==> config.mk <==
export PLATFORM = sky130hd
export DESIGN_NAME = gmac_front
export DESIGN_NICKNAME = d
export VERILOG_FILES = /design/src/rtl/gmac_pkg.sv /design/src/rtl/gmac_front.sv
export SDC_FILE = /design/constraint.sdc
export NUM_CORES = 1
export LEC_CHECK = 0
export ABC_AREA = 1
export BUFFER_PORTS_ARGS = -buffer_cell sky130_fd_sc_hd__buf_2
export CELL_PAD_IN_SITES_DETAIL_PLACEMENT = 1
export CELL_PAD_IN_SITES_GLOBAL_PLACEMENT = 2
export CORE_MARGIN = 10
export CORE_UTILIZATION = 10
export DETAILED_ROUTE_END_ITERATION = 8
export PLACE_DENSITY_LB_ADDON = 0.1
export SETUP_SLACK_MARGIN = 0.1
export SYNTH_ARGS = -nofsm -noshare
export SYNTH_HDL_FRONTEND = slang
export SYNTH_SLANG_ARGS = --single-unit
==> constraint.sdc <==
create_clock -name vclk -period 1
set_input_delay 0.1 -clock vclk [all_inputs]
set_output_delay 0.1 -clock vclk [all_outputs]
set_load 0.05 [all_outputs]
==> src/rtl/gmac_pkg.sv <==
// gmac_pkg: shared types, codes and GF(2^128) helpers for the GHASH accumulator
// depends on: nothing
package gmac_pkg;

    localparam int QUEUE_DEPTH = 2;

    localparam logic [1:0] OP_UPDATE  = 2'd0;
    localparam logic [1:0] OP_DIGEST  = 2'd1;
    localparam logic [1:0] OP_RESTART = 2'd2;
    localparam logic [1:0] OP_IDLE    = 2'd3;

    localparam logic [1:0] REG_KEY_HIGH  = 2'd0;
    localparam logic [1:0] REG_KEY_LOW   = 2'd1;
    localparam logic [1:0] REG_MASK_HIGH = 2'd2;
    localparam logic [1:0] REG_MASK_LOW  = 2'd3;

    localparam logic [4:0] MAX_BYTES = 5'd16;

    typedef struct packed {
        logic [1:0]   op;
        logic [127:0] block;
    } cmd_t;

    typedef struct packed {
        logic push;
        cmd_t cmd;
    } push_t;

    // keep the leading n bytes, byte 0 in bits 127:120
    function automatic logic [127:0] byte_keep(input logic [4:0] n);
        logic [127:0] m;
        m = '0;
        for (int b = 0; b < 16; b++)
        begin
            m[127 - 8 * b -: 8] = (5'(b) < n) ? 8'hff : 8'h00;
        end
        return m;
    endfunction

    // product in GF(2^128), GCM reflected bit order, reduction x^128+x^7+x^2+x+1
    function automatic logic [127:0] gf_mul(input logic [127:0] x, input logic [127:0] y);
        logic [127:0] a;
        logic [127:0] b;
        logic [254:0] p;
        logic [134:0] hi;
        logic [134:0] r1;
        logic [127:0] h2;
        logic [127:0] r;
        logic [127:0] z;
        for (int i = 0; i < 128; i++)
        begin
            a[i] = x[127 - i];
            b[i] = y[127 - i];
        end
        p = '0;
        for (int k = 0; k < 255; k++)
        begin
            for (int j = 0; j < 128; j++)
            begin
                if ((k - j >= 0) && (k - j <= 127))
                begin
                    p[k] = p[k] ^ (a[j] & b[k - j]);
                end
            end
        end
        hi = {8'b0, p[254:128]};
        r1 = {7'b0, p[127:0]} ^ hi ^ (hi << 1) ^ (hi << 2) ^ (hi << 7);
        h2 = {121'b0, r1[134:128]};
        r  = r1[127:0] ^ h2 ^ (h2 << 1) ^ (h2 << 2) ^ (h2 << 7);
        for (int i = 0; i < 128; i++)
        begin
            z[127 - i] = r[i];
        end
        return z;
    endfunction

endpackage

==> src/rtl/gmac_front.sv <==
// gmac_front: accepts input beats, saturates the byte count, masks the block
// depends on: gmac_pkg
module gmac_front (
    input  logic                 in_valid,
    output logic                 in_ready,
    input  logic [1:0]           opcode,
    input  logic [63:0]          block_high,
    input  logic [63:0]          block_low,
    input  logic [4:0]           valid_bytes,
    input  logic                 q_full,
    output gmac_pkg::push_t      q_push
);
    import gmac_pkg::*;

    logic [4:0] n_sat;

    assign in_ready = !q_full;
    assign n_sat    = (valid_bytes > MAX_BYTES) ? MAX_BYTES : valid_bytes;

    // unused opcode is taken and dropped here
    assign q_push.push      = in_valid && in_ready && (opcode != OP_IDLE);
    assign q_push.cmd.op    = opcode;
    assign q_push.cmd.block = {block_high, block_low} & byte_keep(n_sat);

endmodule

==> results of run 1 <==
==> logic make-up (layout without fill, tap and decap cells) <==
kind of cell	Yosys count	after routing	synth area share
AOI/OAI and AO/OA	8	8	0.0727
buffers and inverters	143	435	0.446
and+or+nand+nor	144	144	0.481
==> how the worst max path moves through the flow <==
| stage | from | end | depth (start not counted) | slack, ns |
|---|---|---|---|---|
| 6_report | valid_bytes[4] | q_push[62] | 9 | -0.23 |
| 5_1_grt | valid_bytes[4] | q_push[62] | 9 | -0.29 |
| 4_1_cts | valid_bytes[4] | q_push[57] | 9 | -0.27 |
| 3_5_place_dp | valid_bytes[4] | q_push[127] | 7 | -0.46 |
| 3_3_place_gp | valid_bytes[4] | q_push[24] | 6 | -0.44 |
| 2_1_floorplan | valid_bytes[2] | q_push[16] | 4 | -0.11 |
==> power by group <==
part / leakage, µW / internal (µW) / switching [µW]
logic: 0.00281 / 1450 / 2290
registers: 0 / 0 / 0
clock network: 0 / 0 / 0
total: 0.00281 / 1450 / 2290
==> cells in the mapped netlist, drive strengths merged <==
cell type | number | area share
a21boi | 1 | 0.015
a21oi | 2 | 0.017
buf | 4 | 0.025
inv | 139 | 0.42
nand2 | 33 | 0.11
nand3 | 1 | 0.0040
nand4 | 3 | 0.015
nor2 | 107 | 0.35
o21ai | 4 | 0.025
o21bai | 1 | 0.015
==> final cells by class <==
cell class	instances	area, µm²	area share
multi-input cells	152	1670	0.322
inverters	139	616	0.118
repair buffers	296	2700	0.519
well taps	168	210	0.0404
==> worst max-delay path: stages <==
cell and delay [ns]:
buf_12 0.12, inv_16 0.06, nand2_8 0.06, buf_6 0.11, a21oi_4 0.21, nand2_8 0.14, nand2_4 0.10, clkinvlp_4 0.08
buf_6 0.15
==> per-stage QoR <==
step,instances,setup slack [ns],hold slack [ns],TNS (ns),util
floorplan,295,-0.105,0.345,-4.47,-
global placement,743,-0.440,0.512,-34.02,0.292
detailed placement,743,-0.462,0.515,-35.54,0.292
CTS,754,-0.267,0.516,-14.63,0.412
global route,755,-0.292,0.520,-18.14,0.431
finish,755,-0.234,0.515,-12.95,0.431
==> layer usage <==
metal  track usage  up-vias  wire (µm)
li1              -     1346          -
met1         0.114     1232       3630
met2         0.252      140       6670
met3        0.0454        0       1050
met4             0        0          0
met5             0        -          0
==> repair_timing <==
action                                  in CTS  in global routing
gates resized for setup                    386                 56
buffers inserted                            11                  1
gates cloned                                 0                  0
endpoints found under the setup margin     128                124
pin swaps                                   23                  9
==> results.yml, run 1 <==
run_status:
  status: "finished, violations left"
  violations: "negative setup slack"
place:
  io_buffers: 269
  gp_congestion: 0.708
  place_area_um2: 3530
  dp_hpwl_um: 9840
drt:
  wl_per_cell_um: 15.0
  firstDrtPassIters: 3
  drc: 0
  routed_wl_um: 11300
  via_per_inst: 3.60
  first_iter_violations: 19
  final_antenna_net_count: 0
  vias: 2718
finish:
  antennaDiodeCount: 0
  seqCellArea_um2: 0
  area_delta_synth_final_pct: 320
  nets: 726
  final_cell_area_um2: 5200
  drive_gt1_frac: 0.784
  final_cell_mix: "buf_2 (143), inv_1 (115), nor2_4 (101), buf_6 (75), buf_8 (47)"
  seq_cell_count: 0
  nFillCells: 1439
  nClkBuffers: 0
  final_common_cell: "buf_2"
timing:
  min_period_ns: 1.23
  worst_slew_pin_slew_ns: 0.269
  max_freq_mhz: 811
  final_max_slew_viol_count: 0
  slew-limit-headroom: 0.822
  finalWorstSetupSlack_ns: -0.234
  rsz0062_at_grt: "yes"
  min_period_over_period: 1.23
  hold_violations: 0
  setup_viol: 96
critical_path:
  arrival_ns: 1.13
  path_max_fanout: 8
  crit_type: "in -> out"
  required_ns: 0.90
  worst_setup_path_end_kind: "output port"
  critPathLaunchType: "primary input"
worst_hold_path:
  whs_path_depth: 2
  hold_end: "q_push[129]"
  holdCritStartpoint: "opcode[1]"
  min-delay-path-class: "in -> out"
floorplanning:
  design.portCount: 269
  coreArea_um2: 12100
  rows: 40
  start_util: 0.103
  die_w_um: 131
  dieArea_um2: 17200
  dieHeight_um: 131
grt:
  grt_pass1_wl_um: 17200
  grt_use_total: 0.121
  antenna_found_initial: 0
  grt_pass1_vias: 3083
  grt_start_max_net_pins: 10
  gr-total-overflow: 0
clock_network:
  cts_hold_buf: 0
synthesis:
  syn-cell-area_um2: 1240
  synthesis.nets: 432
  seq_area_frac_synth: 0
  syn_inst: 295
  yosys_warnings: 0
  synth_area_per_cell_um2: 4.20
  synth.distinct_cells: 19
power_and_ir_drop:
  irDropWorstVdd_mv: 0.262
  powerDensity_nw_per_um2: 718
  p_leak_uw: 0.00281
  power_uw: 3730
run:
  drv_cap: 0
(Power assumes the default switching activity.)
==> run 2, diff against run 1 <==
--- a/config.mk
+++ b/config.mk
@@ -5,7 +5,6 @@
 export SDC_FILE = /design/constraint.sdc
 export NUM_CORES = 1
 export LEC_CHECK = 0
-export ABC_AREA = 1
 export BUFFER_PORTS_ARGS = -buffer_cell sky130_fd_sc_hd__buf_2
 export CELL_PAD_IN_SITES_DETAIL_PLACEMENT = 1
 export CELL_PAD_IN_SITES_GLOBAL_PLACEMENT = 2
==> run 2 against run 1 <==
Effect of this change:
- the run still ends with negative setup slack left
- synthesized cell count fell by 46%
- non-clock buffer count rose by 14
- routed wire length grew 3.8%
- flip-flop and latch count is the same
- global-route usage increased by 1.7 points
- die area fell by 13%
- via count is 12% lower
- maximum frequency down 0.80%
- cell area down 4.4%
- sequential share of layout area is the same
- final cell count shrank 21%
- largest power group unchanged
- highest routed layer is now met4
==> results.yml, run 2 <==
power_and_ir_drop:
  cellInternalPower_uw: 1580
  irDropWorstVdd_mv: 0.416
  pwr-share-comb: 1.000
  power_switching_uw: 2000
  seqPwrFrac: 0
  p_clk_frac: 0
  swShare: 0.559
  p_leak_uw: 0.00253
  powerDensity_nw_per_um2: 720
critical_path:
  critPathLaunchType: "primary input"
  cp_cell_sequence: "buf_12, or4_4, and3_4, buf_8"
  worst_setup_path_end_kind: "output port"
  crit_type: "in -> out"
  required_ns: 0.90
  max_stage_delay_ns: 0.60
  slowest_stage: "or4_4"
  arrival_ns: 1.14
  path_max_fanout: 8
place:
  dp_hpwl_um: 9310
  gp_congestion: 0.775
  io_buffers: 269
timing:
  final_max_slew_viol_count: 0
  worst_slew_pin_slew_ns: 0.551
  min_period_over_period: 1.24
  rsz0062_at_grt: "yes"
  hold_violations: 0
  max_freq_mhz: 804
  finalWorstSetupSlack_ns: -0.243
  setup-tns-final_ns: -13.17
  setup_viol: 100
  slew-limit-headroom: 0.633
  min_period_ns: 1.24
floorplanning:
  dieHeight_um: 122
  dieArea_um2: 15000
  rows: 37
  die_w_um: 122
  design.portCount: 269
  start_util: 0.102
  coreArea_um2: 10300
finish:
  final_common_cell: "buf_2"
  fin_util: 0.484
  seqCellArea_um2: 0
  final_cell_mix: "buf_2 (142), buf_6 (101), nor2b_4 (58), buf_8 (34), a21boi_2 (25)"
  seq_cell_count: 0
  antennaDiodeCount: 0
  nClkBuffers: 0
  area_delta_synth_final_pct: 374
  drive_gt1_frac: 0.974
  nets: 600
  nFillCells: 1129
drt:
  vias: 2390
  first_iter_violations: 47
  drc: 0
  final_antenna_net_count: 0
  routed_wl_um: 11800
  firstDrtPassIters: 4
  via_per_inst: 4.00
  wl_per_cell_um: 19.7
synthesis:
  seq_area_frac_synth: 0
  synth.distinct_cells: 23
  synth.top_cell.area_share: 0.382
  synth_area_per_cell_um2: 6.55
  yosysMostFrequentCell: "nor2b_1"
  syn-cell-area_um2: 1050
  netlist_top_cells_count: "nor2b_1 (64), a21boi_0 (32), and3_1 (17)"
  synthesis.nets: 297
  synth_area_leaders: "nor2b_1 (38%), a21boi_0 (23%), and3_1 (10%)"
  synth_top_cell_by_area: "nor2b_1"
  syn_inst: 160
  yosys_warnings: 0
grt:
  grt_start_max_net_pins: 17
  grt_pass1_vias: 2730
  antenna_found_initial: 0
  gr-total-overflow: 0
  grt_pass1_wl_um: 16500
  grt_use_total: 0.138
worst_hold_path:
  min-delay-path-class: "in -> out"
run:
  drv_cap: 0
run_status:
  status: "finished, violations left"
  violations: "negative setup slack"
clock_network:
  cts_hold_buf: 0
[run 2: cell types whose count changed after synthesis, sizes merged, moves of 3 or more]
cell    before  now
a21boi       1   32
and2         0   16
and3         0   17
clkbuf       0    6
inv        139    2
nand2       33    1
nand4        3    0
nor2       107    2
nor2b        0   64
[run 2: per-stage QoR]
step | instance area, µm² | total power [µW] | std cells | hold WS [ns] | setup WS [ns]
3_3_place_gp | 3340 | 2680 | 576 | 0.505 | -0.435
5_1_grt | 4970 | 3720 | 597 | 0.510 | -0.270
3_5_place_dp | 3340 | 2690 | 576 | 0.505 | -0.494
4_1_cts | 4690 | 3450 | 589 | 0.505 | -0.281
2_1_floorplan | 1650 | 1890 | 160 | 0.357 | -0.353
6_report | 4970 | 3580 | 597 | 0.503 | -0.243
[run 2: cell type report]
cell class	instances	area, µm²	share of cell area
tap	136	170	0.0342
inverter	2	7.51	0.00151
timing repair buffer	310	2940	0.592
multi-input combinational	149	1850	0.372
[run 2: path summary, 6_finish.rpt]
kind	start	to	slack, ns	cells past startpoint
worst max-delay path	valid_bytes[2]	q_push[62]	-0.24	4
worst min-delay path	opcode[1]	q_push[129]	0.50	2
[run 2: power groups by stage]
stage               Clock, µW  Sequential [µW]  Combinational, µW
floorplan                   0                0               1890
global placement            0                0               2680
detailed placement          0                0               2690
CTS                         0                0               3450
global route                0                0               3720
finish                      0                0               3580
[run 2: cell families after synthesis]
group           Yosys count  synth area share
buf+inv                  14            0.0621
compound gates           42             0.314
simple gates            104             0.624
[run 2: timing repair]
action,CTS,global route
setup endpoints to repair,128,128
gates cloned,6,0
gates resized for setup,341,49
pin swaps,26,34
endpoints found under the hold margin,0,0
buffers inserted,7,9
[run 2: layer usage]
metal / up-vias / global-route usage / wire, µm
li1: 1150 / - / -
met4: 0 / 0.00663 / 65
met3: 4 / 0.0592 / 1490
met5: - / 0 / 0
met2: 160 / 0.281 / 6370
met1: 1076 / 0.131 / 3860
[run 2: critical path: cells and delay by family]
family / cells / cell delay [ns]
buffers and inverters: 2 / 0.25
AND/OR/NAND/NOR: 2 / 0.79
