[config.mk]
export PLATFORM = sky130hd
export DESIGN_NAME = gmac_queue
export DESIGN_NICKNAME = d
export VERILOG_FILES = /design/src/rtl/gmac_pkg.sv /design/src/rtl/gmac_queue.sv
export SDC_FILE = /design/constraint.sdc
export NUM_CORES = 1
export LEC_CHECK = 0
export ABC_AREA = 1
export BUFFER_PORTS_ARGS = -buffer_cell sky130_fd_sc_hd__buf_4
export CORE_UTILIZATION = 40
export DETAILED_ROUTE_END_ITERATION = 16
export PLACE_DENSITY = 0.67
export SLEW_MARGIN = 20
export SYNTH_ARGS = -nofsm -noshare
export SYNTH_HDL_FRONTEND = slang
export SYNTH_SLANG_ARGS = --single-unit
[constraint.sdc]
create_clock -name clk -period 7.1 [get_ports clk]
set_clock_uncertainty 0.15 [all_clocks]
set_input_delay 0 -clock clk [delete_from_list [all_inputs] [get_ports clk]]
set_output_delay 0 -clock clk [all_outputs]
set_load 0.005 [all_outputs]
[src/rtl/gmac_pkg.sv]
// gmac_pkg: shared types, codes and GF(2^128) helpers for the GHASH accumulator
// depends on: nothing
package gmac_pkg;

    localparam int QUEUE_DEPTH = 2;

    localparam logic [1:0] OP_UPDATE  = 2'd0;
    localparam logic [1:0] OP_DIGEST  = 2'd1;
    localparam logic [1:0] OP_RESTART = 2'd2;
    localparam logic [1:0] OP_IDLE    = 2'd3;

    localparam logic [1:0] REG_KEY_HIGH  = 2'd0;
    localparam logic [1:0] REG_KEY_LOW   = 2'd1;
    localparam logic [1:0] REG_MASK_HIGH = 2'd2;
    localparam logic [1:0] REG_MASK_LOW  = 2'd3;

    localparam logic [4:0] MAX_BYTES = 5'd16;

    typedef struct packed {
        logic [1:0]   op;
        logic [127:0] block;
    } cmd_t;

    typedef struct packed {
        logic push;
        cmd_t cmd;
    } push_t;

    // keep the leading n bytes, byte 0 in bits 127:120
    function automatic logic [127:0] byte_keep(input logic [4:0] n);
        logic [127:0] m;
        m = '0;
        for (int b = 0; b < 16; b++)
        begin
            m[127 - 8 * b -: 8] = (5'(b) < n) ? 8'hff : 8'h00;
        end
        return m;
    endfunction

    // product in GF(2^128), GCM reflected bit order, reduction x^128+x^7+x^2+x+1
    function automatic logic [127:0] gf_mul(input logic [127:0] x, input logic [127:0] y);
        logic [127:0] a;
        logic [127:0] b;
        logic [254:0] p;
        logic [134:0] hi;
        logic [134:0] r1;
        logic [127:0] h2;
        logic [127:0] r;
        logic [127:0] z;
        for (int i = 0; i < 128; i++)
        begin
            a[i] = x[127 - i];
            b[i] = y[127 - i];
        end
        p = '0;
        for (int k = 0; k < 255; k++)
        begin
            for (int j = 0; j < 128; j++)
            begin
                if ((k - j >= 0) && (k - j <= 127))
                begin
                    p[k] = p[k] ^ (a[j] & b[k - j]);
                end
            end
        end
        hi = {8'b0, p[254:128]};
        r1 = {7'b0, p[127:0]} ^ hi ^ (hi << 1) ^ (hi << 2) ^ (hi << 7);
        h2 = {121'b0, r1[134:128]};
        r  = r1[127:0] ^ h2 ^ (h2 << 1) ^ (h2 << 2) ^ (h2 << 7);
        for (int i = 0; i < 128; i++)
        begin
            z[127 - i] = r[i];
        end
        return z;
    endfunction

endpackage

[src/rtl/gmac_queue.sv]
// gmac_queue: short command queue between front and back
// depends on: gmac_pkg
module gmac_queue #(
    parameter int DEPTH = gmac_pkg::QUEUE_DEPTH
) (
    input  logic             clk,
    input  logic             rst_n,
    input  gmac_pkg::push_t  q_push,
    output logic             q_full,
    input  logic             q_pop,
    output logic             q_valid,
    output gmac_pkg::cmd_t   q_head
);
    import gmac_pkg::*;

    localparam int PTR_W = (DEPTH > 1) ? $clog2(DEPTH) : 1;
    localparam int CNT_W = $clog2(DEPTH + 1);

    cmd_t             entry_reg [DEPTH];
    logic [PTR_W-1:0] wr_ptr_reg;
    logic [PTR_W-1:0] wr_ptr_next;
    logic [PTR_W-1:0] rd_ptr_reg;
    logic [PTR_W-1:0] rd_ptr_next;
    logic [CNT_W-1:0] count_reg;
    logic [CNT_W-1:0] count_next;
    logic             push_ok;
    logic             pop_ok;

    assign q_full  = (count_reg == CNT_W'(DEPTH));
    assign q_valid = (count_reg != '0);
    assign q_head  = entry_reg[rd_ptr_reg];
    assign push_ok = q_push.push && !q_full;
    assign pop_ok  = q_pop && q_valid;

    always_comb
    begin
        wr_ptr_next = wr_ptr_reg;
        rd_ptr_next = rd_ptr_reg;
        if (push_ok)
        begin
            wr_ptr_next = (wr_ptr_reg == PTR_W'(DEPTH - 1)) ? '0 : wr_ptr_reg + PTR_W'(1);
        end
        if (pop_ok)
        begin
            rd_ptr_next = (rd_ptr_reg == PTR_W'(DEPTH - 1)) ? '0 : rd_ptr_reg + PTR_W'(1);
        end
        count_next = count_reg + CNT_W'(push_ok) - CNT_W'(pop_ok);
    end

    always_ff @(posedge clk or negedge rst_n)
    begin
        if (!rst_n)
        begin
            wr_ptr_reg <= '0;
            rd_ptr_reg <= '0;
            count_reg  <= '0;
        end
        else
        begin
            wr_ptr_reg <= wr_ptr_next;
            rd_ptr_reg <= rd_ptr_next;
            count_reg  <= count_next;
        end
    end

    always_ff @(posedge clk)
    begin
        if (push_ok)
        begin
            entry_reg[wr_ptr_reg] <= q_push.cmd;
        end
    end

endmodule

==> impl_metrics.csv, run 1 <==
group,metric,value,unit
status,status,"finished, final reports clean",
synth,yosysUniqueCellTypes,11,
floorplan,die_y,158,µm
clock_tree,clkTransAtPathRegs,0.06,ns
synth,synth_commonest_cells,"403 x nand2_1, 260 x edfxtp_1, 17 x buf_2",
sta,fin_crit,3.23,ns
sta,final.setup.tns,0,ns
sta,finalHoldViolations,0,
place,hpwl,12.6,mm
setup_path,worstSetupEndpointType,"output port",
setup_path,crit_type,"reg2out",
setup_path,path_cells,"inv_4 > buf_4 > nand2_1 > nand2_1 > buf_4",
synth,synth_edf_count,260,
detailed_routing,routed_via_density,4.50,
clock_tree,cts.sinks,264,
detailed_routing,dr_total_vias,6531,
detailed_routing,drcViolationCount,0,
synth,synth.yosys.warnings,0,
detailed_routing,drt-pass1-iter-count,4,
place,gp_congestion,0.745,
job,cap_violations,0,
synth,syn_inst,712,
sta,setup_viol,0,
final_layout,diodes,0,
detailed_routing,final_antenna_net_count,0,
final_layout,layout.cells.non_filler,1450,
synth,syn_nets,848,
floorplan,rows,56,
synth,synth_top_cell_area_share,80.4,%
setup_path,cp_slowest_cell,"dfrtp_4",
clock_tree,htree_levels,1,
floorplan,die_w,158,µm
sta,rsz0062_at_grt,"no",
pwr,power_density,372,nW/µm²
detailed_routing,wl,21.8,mm
setup_path,cp.arrival,3.08,ns
final_layout,syn2layout_area_growth,45.1,%
synth,ys_top_cells_by_area,"edfxtp_1 80%, nand2_1 16%, buf_6 1.2%",
grt,grt_pass1_vias,6564,
place,portBuffers,265,
synth,netlist_area,9720,µm²
sta,tightest_slew,0.965,ns
floorplan,die_area,24900,µm²
synth,postSynthAreaPerCell,13.6,µm²
worst_hold_path,hp-class,"in2reg",
pwr,power_leakage,0.00598,µW
final_layout,fillCellCount,1807,
sta,timing.fmax,310,MHz
floorplan,io-pin-count,266,
pwr,ir_worst_vdd,492,µV
grt,grt_first_pass_wirelength,32.9,mm
final_layout,finalNetCount,1252,
clock_tree,cts_root_buf,"clkbuf_16",
sta,period_share,45.5,%
clock_tree,postCtsSetupBuffers,0,
detailed_routing,wl_per_cell,15.0,µm
grt,antenna_found_initial,1,
synth,synth_top_cell_by_area,"edfxtp_1",
grt,grt_usage,17.0,%
clock_tree,cts_tree,"built",
sta,timing.final.max_slew_violations,0,
synth,synth_ff_type,"edfxtp_1",
synth,synth_seq_cells,264,
floorplan,start_util,41.0,%
detailed_routing,drtIter0Drc,294,
sta,relSlewSlack,35.7,%
grt,grt_max_degree,70,
setup_path,critPathMaxStageDelay,0.75,ns
clock_tree,cts_made_buffers,27,
clock_tree,cts.repair.resized,0,
setup_path,start_kind,"register",
synth,seq_area_frac_synth,81.4,%
grt,overflow,0,
synth,async_reset_ff_share,1.52,%
setup_path,required,6.95,ns
place,place_inst,1272,
synth,yosysMostFrequentCell,"nand2_1",
clock_tree,cts_buffer_depth,3,
final_layout,drive_above_1_share,27.2,%
clock_tree,clk_latency,0.53,ns
floorplan,core,23700,µm²
final_layout,largest_reg_flops,260,
setup_path,crit_fanout,68,
layer usage:
| metal | global-route usage (%) | wire [µm] | up-vias |
|---|---|---|---|
| met5 | 0 | 13 | - |
| met4 | 4.81 | 386 | 2 |
| met3 | 4.98 | 1730 | 36 |
| met2 | 30.0 | 10900 | 216 |
| met1 | 20.2 | 8810 | 3085 |
| li1 | - | - | 3192 |
worst paths after layout:
check / startpoint / end / slack [ns] / depth (start not counted)
worst max-delay path: rd_ptr_reg / q_head[89] / 3.87 / 5
worst min-delay path: q_push[65] / entry_reg[1][65] / 0.05 / 2
worst max register to register: count_reg[1] / entry_reg[0][129] / 4.47 / 4
worst min register to register: wr_ptr_reg / wr_ptr_reg / 0.35 / 2
max in group asynchronous: rst_n / rd_ptr_reg / 6.36 / 3
min in group asynchronous: rst_n / rd_ptr_reg / 0.24 / 3
layout make-up:
class	instances	area, µm²	share of cell area [%]
Timing Repair Buffer	404	3370	23.9
Inverter	10	45.0	0.320
Tap cell	319	399	2.83
Sequential cell	264	7910	56.1
Multi-Input combinational cell	409	1560	11.1
Clock inverter	10	105	0.746
Clock buffer	34	702	4.98
power breakdown:
part,internal [µW],switching [µW],leakage [µW],total [µW]
logic,742,924,0.00312,1670
registers,2130,133,0.00247,2260
clock network,765,547,0.000387,1310
total,3640,1600,0.00598,5240
cell usage in the layout (no fill, tap or decap):
cell / netlist / final
dfrtp_4: 0 / 1
nand2_1: 403 / 403
ha_1: 2 / 2
bufinv_16: 0 / 2
edfxtp_1: 260 / 260
clkinvlp_4: 0 / 2
inv_4: 1 / 1
clkbuf_1: 0 / 7
buf_4: 2 / 270
inv_6: 0 / 2
dlygate4sd3_1: 0 / 134
clkbuf_16: 0 / 27
dfrtp_1: 4 / 3
inv_1: 9 / 8
clkinv_2: 0 / 2
nand3_1: 3 / 3
nor2_4: 0 / 1
clkinv_1: 0 / 3
kinds of logic (layout without fill, tap and decap cells):
family	after synthesis	after routing	synth area share (%)
fa+ha+maj	2	2	0.257
buf+inv	39	458	2.60
flops	264	264	81.4
simple gates	407	407	15.8
stage by stage:
stage	hold WS, ns	util [%]	total power, µW	cell area, µm²	setup WS [ns]
6_report	0.0464	59.5	5240	14100	3.87
5_1_grt	0.0330	59.5	5560	14100	3.62
4_1_cts	0.0250	59.5	5290	14100	3.77
3_5_place_dp	-0.345	50.4	3920	11900	4.34
3_3_place_gp	-0.345	50.4	3890	11900	4.36
2_1_floorplan	-0.446	-	3100	9720	0.370
worst max-delay path: cells and delay by family (launching register included):
| family | cells | cell delay (ns) |
|---|---|---|
| and+or+nand+nor | 2 | 0.25 |
| DFF | 1 | 0.75 |
| buffers and inverters | 3 | 1.44 |
what timing repair did:
item,in CTS,in global routing
hold endpoints to repair,268,0
hold buffers,134,0
setup endpoints to repair,0,0
Power figures use the tool's default switching activity.
==> run 2, diff against run 1 <==
Settings changed: ABC_AREA 1 to 0, PLACE_DENSITY 0.67 to 0.64.
Clock period 7.1 ns to 3 ns, I/O delays scaled along.
==> run 2 against run 1 <==
  * Worst setup slack got worse by 3.2 ns
  * Critical path depth shrank 2
  * Core utilization up 0.11 points
  * Sequential power is 140% higher
  * Critical endpoint is now q_head[111]
  * Worst hold slack gained 0.0028 ns
  * First-iteration DRC count shrank 16%
  * Via count fell by 17%
  * Non-clock buffer count grew 2
  * Combinational power rose to 2.5 times the previous value
  * Die area grew 2.4%
==> impl_metrics.csv, run 2 <==
group,metric,value,unit
synth,syn_nets,559,
detailed_routing,detailroute.wirelength.met3,1.34,mm
final_layout,fin_area,14500,µm²
grt,antenna_found_initial,0,
synth,synth_seq_cells,264,
clock_tree,cts.sinks,264,
clock_tree,cts_made_buffers,27,
floorplan,die_w,160,µm
grt,grt_pass1_vias,6052,
pwr,ir_worst_vdd,581,µV
clock_tree,postCtsSetupBuffers,0,
final_layout,most-common-layout-cells,"266 x buf_4, 260 x edfxtp_1, 134 x dlygate4sd3_1, 90 x mux2_4, 40 x mux2_2",
final_layout,syn2layout_area_growth,46.1,%
detailed_routing,m1WireLength,7.84,mm
detailed_routing,wl,20.2,mm
sta,tightest_slew,0.789,ns
detailed_routing,wl_met2,10.6,mm
grt,grt_max_degree,131,
setup_path,required,2.85,ns
floorplan,die_area,25500,µm²
synth,seq_area_frac_synth,79.4,%
pwr,p_seq_share,42.0,%
setup_path,critPathMaxStageDelay,0.73,ns
floorplan,start_util,40.8,%
pwr,power_density,873,nW/µm²
sta,setup_viol,0,
synth,syn_inst,423,
sta,fin_crit,2.31,ns
place,hpwl,12.1,mm
synth,synth_top_cell_area_share,78.4,%
sta,worst_slack,0.686,ns
place,dpl_worst_slack,1.08,ns
final_layout,final_common_cell,"buf_4",
final_layout,largest_reg_flops,260,
synth,postSynthAreaPerCell,23.5,µm²
floorplan,io-pin-count,266,
synth,ys_top_cells_by_area,"edfxtp_1 78%, mux2_4 14%, mux2_2 4.5%",
synth,synth_commonest_cells,"260 x edfxtp_1, 90 x mux2_4, 40 x mux2_2",
place,portBuffers,265,
synth,synth_ff_type,"edfxtp_1",
synth,synth_edf_count,260,
setup_path,cp_slowest_cell,"dfrtp_4",
sta,rsz0062_at_grt,"no",
setup_path,path_cells,"buf_4 > mux2_2 > buf_4",
floorplan,core,24400,µm²
status,status,"finished, final reports clean",
setup_path,cp_common_cell,"buf_4",
detailed_routing,highest_layer,"met4",
synth,synth.yosys.warnings,0,
clock_tree,htree_levels,1,
setup_path,worstSetupEndpointType,"output port",
detailed_routing,wl_per_cell,17.0,µm
pwr,switchingPower,3290,µW
detailed_routing,drt-pass1-iter-count,6,
sta,period_share,77.1,%
synth,async_reset_ff_share,1.52,%
synth,yosysUniqueCellTypes,17,
worst_hold_path,hp-class,"in2reg",
sta,relSlewSlack,47.4,%
setup_path,crit_fanout,30,
grt,grt_usage,15.4,%
place,gp_congestion,0.762,
synth,yosysMostFrequentCell,"edfxtp_1",
sta,hold_slack,0.0492,ns
synth,netlist_area,9960,µm²
pwr,p_int,9410,µW
floorplan,die_y,160,µm
floorplan,rows,57,
job,cap_violations,0,
detailed_routing,drcViolationCount,0,
pwr,power_frac_comb,33.1,%
setup_path,path_buf_inv,2,
setup_path,cp.arrival,2.16,ns
detailed_routing,routed_via_density,4.54,
place,detailed_place.area,12400,µm²
pwr,switching_share,25.9,%
clock_tree,clk_latency,0.52,ns
pwr,power_leakage,0.00573,µW
clock_tree,cts_tree,"built",
final_layout,finalNetCount,979,
sta,timing.fmax,432,MHz
setup_path,crit_type,"reg2out",
sta,finalHoldViolations,0,
detailed_routing,drtIter0Drc,248,
final_layout,diodes,0,
sta,final.setup.tns,0,ns
sta,timing.final.max_slew_violations,0,
pwr,p_clk_share,24.9,%
final_layout,drive_above_1_share,51.9,%
grt,overflow,0,
grt,grt_first_pass_wirelength,31.1,mm
clock_tree,cts_root_buf,"clkbuf_16",
setup_path,start_kind,"register",
detailed_routing,final_antenna_net_count,0,
clock_tree,cts_buffer_depth,3,
synth,synth_top_cell_by_area,"edfxtp_1",
detailed_routing,dr_total_vias,5397,
setup_path,crit_family,"flip-flops",
clock_tree,clkTransAtPathRegs,0.06,ns
## run 2: cell types whose count changed after synthesis, moves of 3 or more
cell,change
buf_2,-13
inv_1,-7
mux2_2,+40
mux2_4,+90
nand2_1,-402
nand3_1,-3
xnor2_1,+3
## run 2: worst reg2reg max path, delay by kind of cell, from the launching register on
kind,cells,cell delay [ns]
buffers and inverters,1,0.04
xor gates and xnor gates,2,0.31
and+or+nand+nor,2,0.52
DFF,1,0.41
adders and majority gates,2,0.45
## run 2: worst paths after layout
check                                    end  cells after the start          from  slack (ns)
max in group asynchronous         rd_ptr_reg                      3         rst_n        2.29
hold reg to reg                 count_reg[1]                      1  count_reg[1]        0.37
min in group asynchronous         rd_ptr_reg                      3         rst_n        0.22
setup / recovery                 q_head[111]                      3    rd_ptr_reg        0.69
hold / removal             entry_reg[1][109]                      2   q_push[109]        0.05
setup reg to reg                count_reg[1]                      7  count_reg[1]        1.04
## run 2: through the flow
step	total power (µW)	std cells	util, %
floorplan	7690	423	-
global route	13300	1188	59.6
CTS	12900	1188	59.6
global placement	9400	1004	50.6
finish	12700	1188	59.6
detailed placement	9520	1004	50.6
## run 2: area by class of cell
| class | count | area, µm² |
|---|---|---|
| Inverter | 2 | 7.51 |
| Fill cell | 1819 | 9850 |
| Clock buffer | 37 | 733 |
| Timing Repair Buffer | 406 | 3460 |
| Multi-Input combinational cell | 142 | 1910 |
| Clock inverter | 13 | 118 |
| Sequential cell | 264 | 7910 |
| Tap cell | 324 | 405 |
## run 2: layer usage
layer	up-vias	track usage, %
met5	-	0
met4	0	4.59
met3	35	3.90
met2	187	28.3
met1	2652	17.5
li1	2523	-
## run 2: cells by family (layout without fill, tap and decap cells)
logic type | Yosys count | count (layout) | synth area share, %
DFF | 264 | 264 | 79.4
and+or+nand+nor | 6 | 6 | 0.327
buffers and inverters | 17 | 458 | 1.56
adders and majority gates | 2 | 2 | 0.251
muxes | 130 | 130 | 18.1
xor gates and xnor gates | 4 | 4 | 0.352
## run 2: power by group through the flow
| stage | combinational [µW] | sequential, µW | clock [µW] |
|---|---|---|---|
| floorplan | 2390 | 5300 | 0 |
| global placement | 4040 | 5360 | 0 |
| detailed placement | 4090 | 5420 | 0 |
| CTS | 4260 | 5350 | 3270 |
| global route | 4480 | 5410 | 3400 |
| finish | 4200 | 5330 | 3160 |
## run 2: what timing repair did
item,4_1_cts,5_1_grt
gates resized for setup,0,0
hold endpoints to repair,268,0
hold buffers,134,0
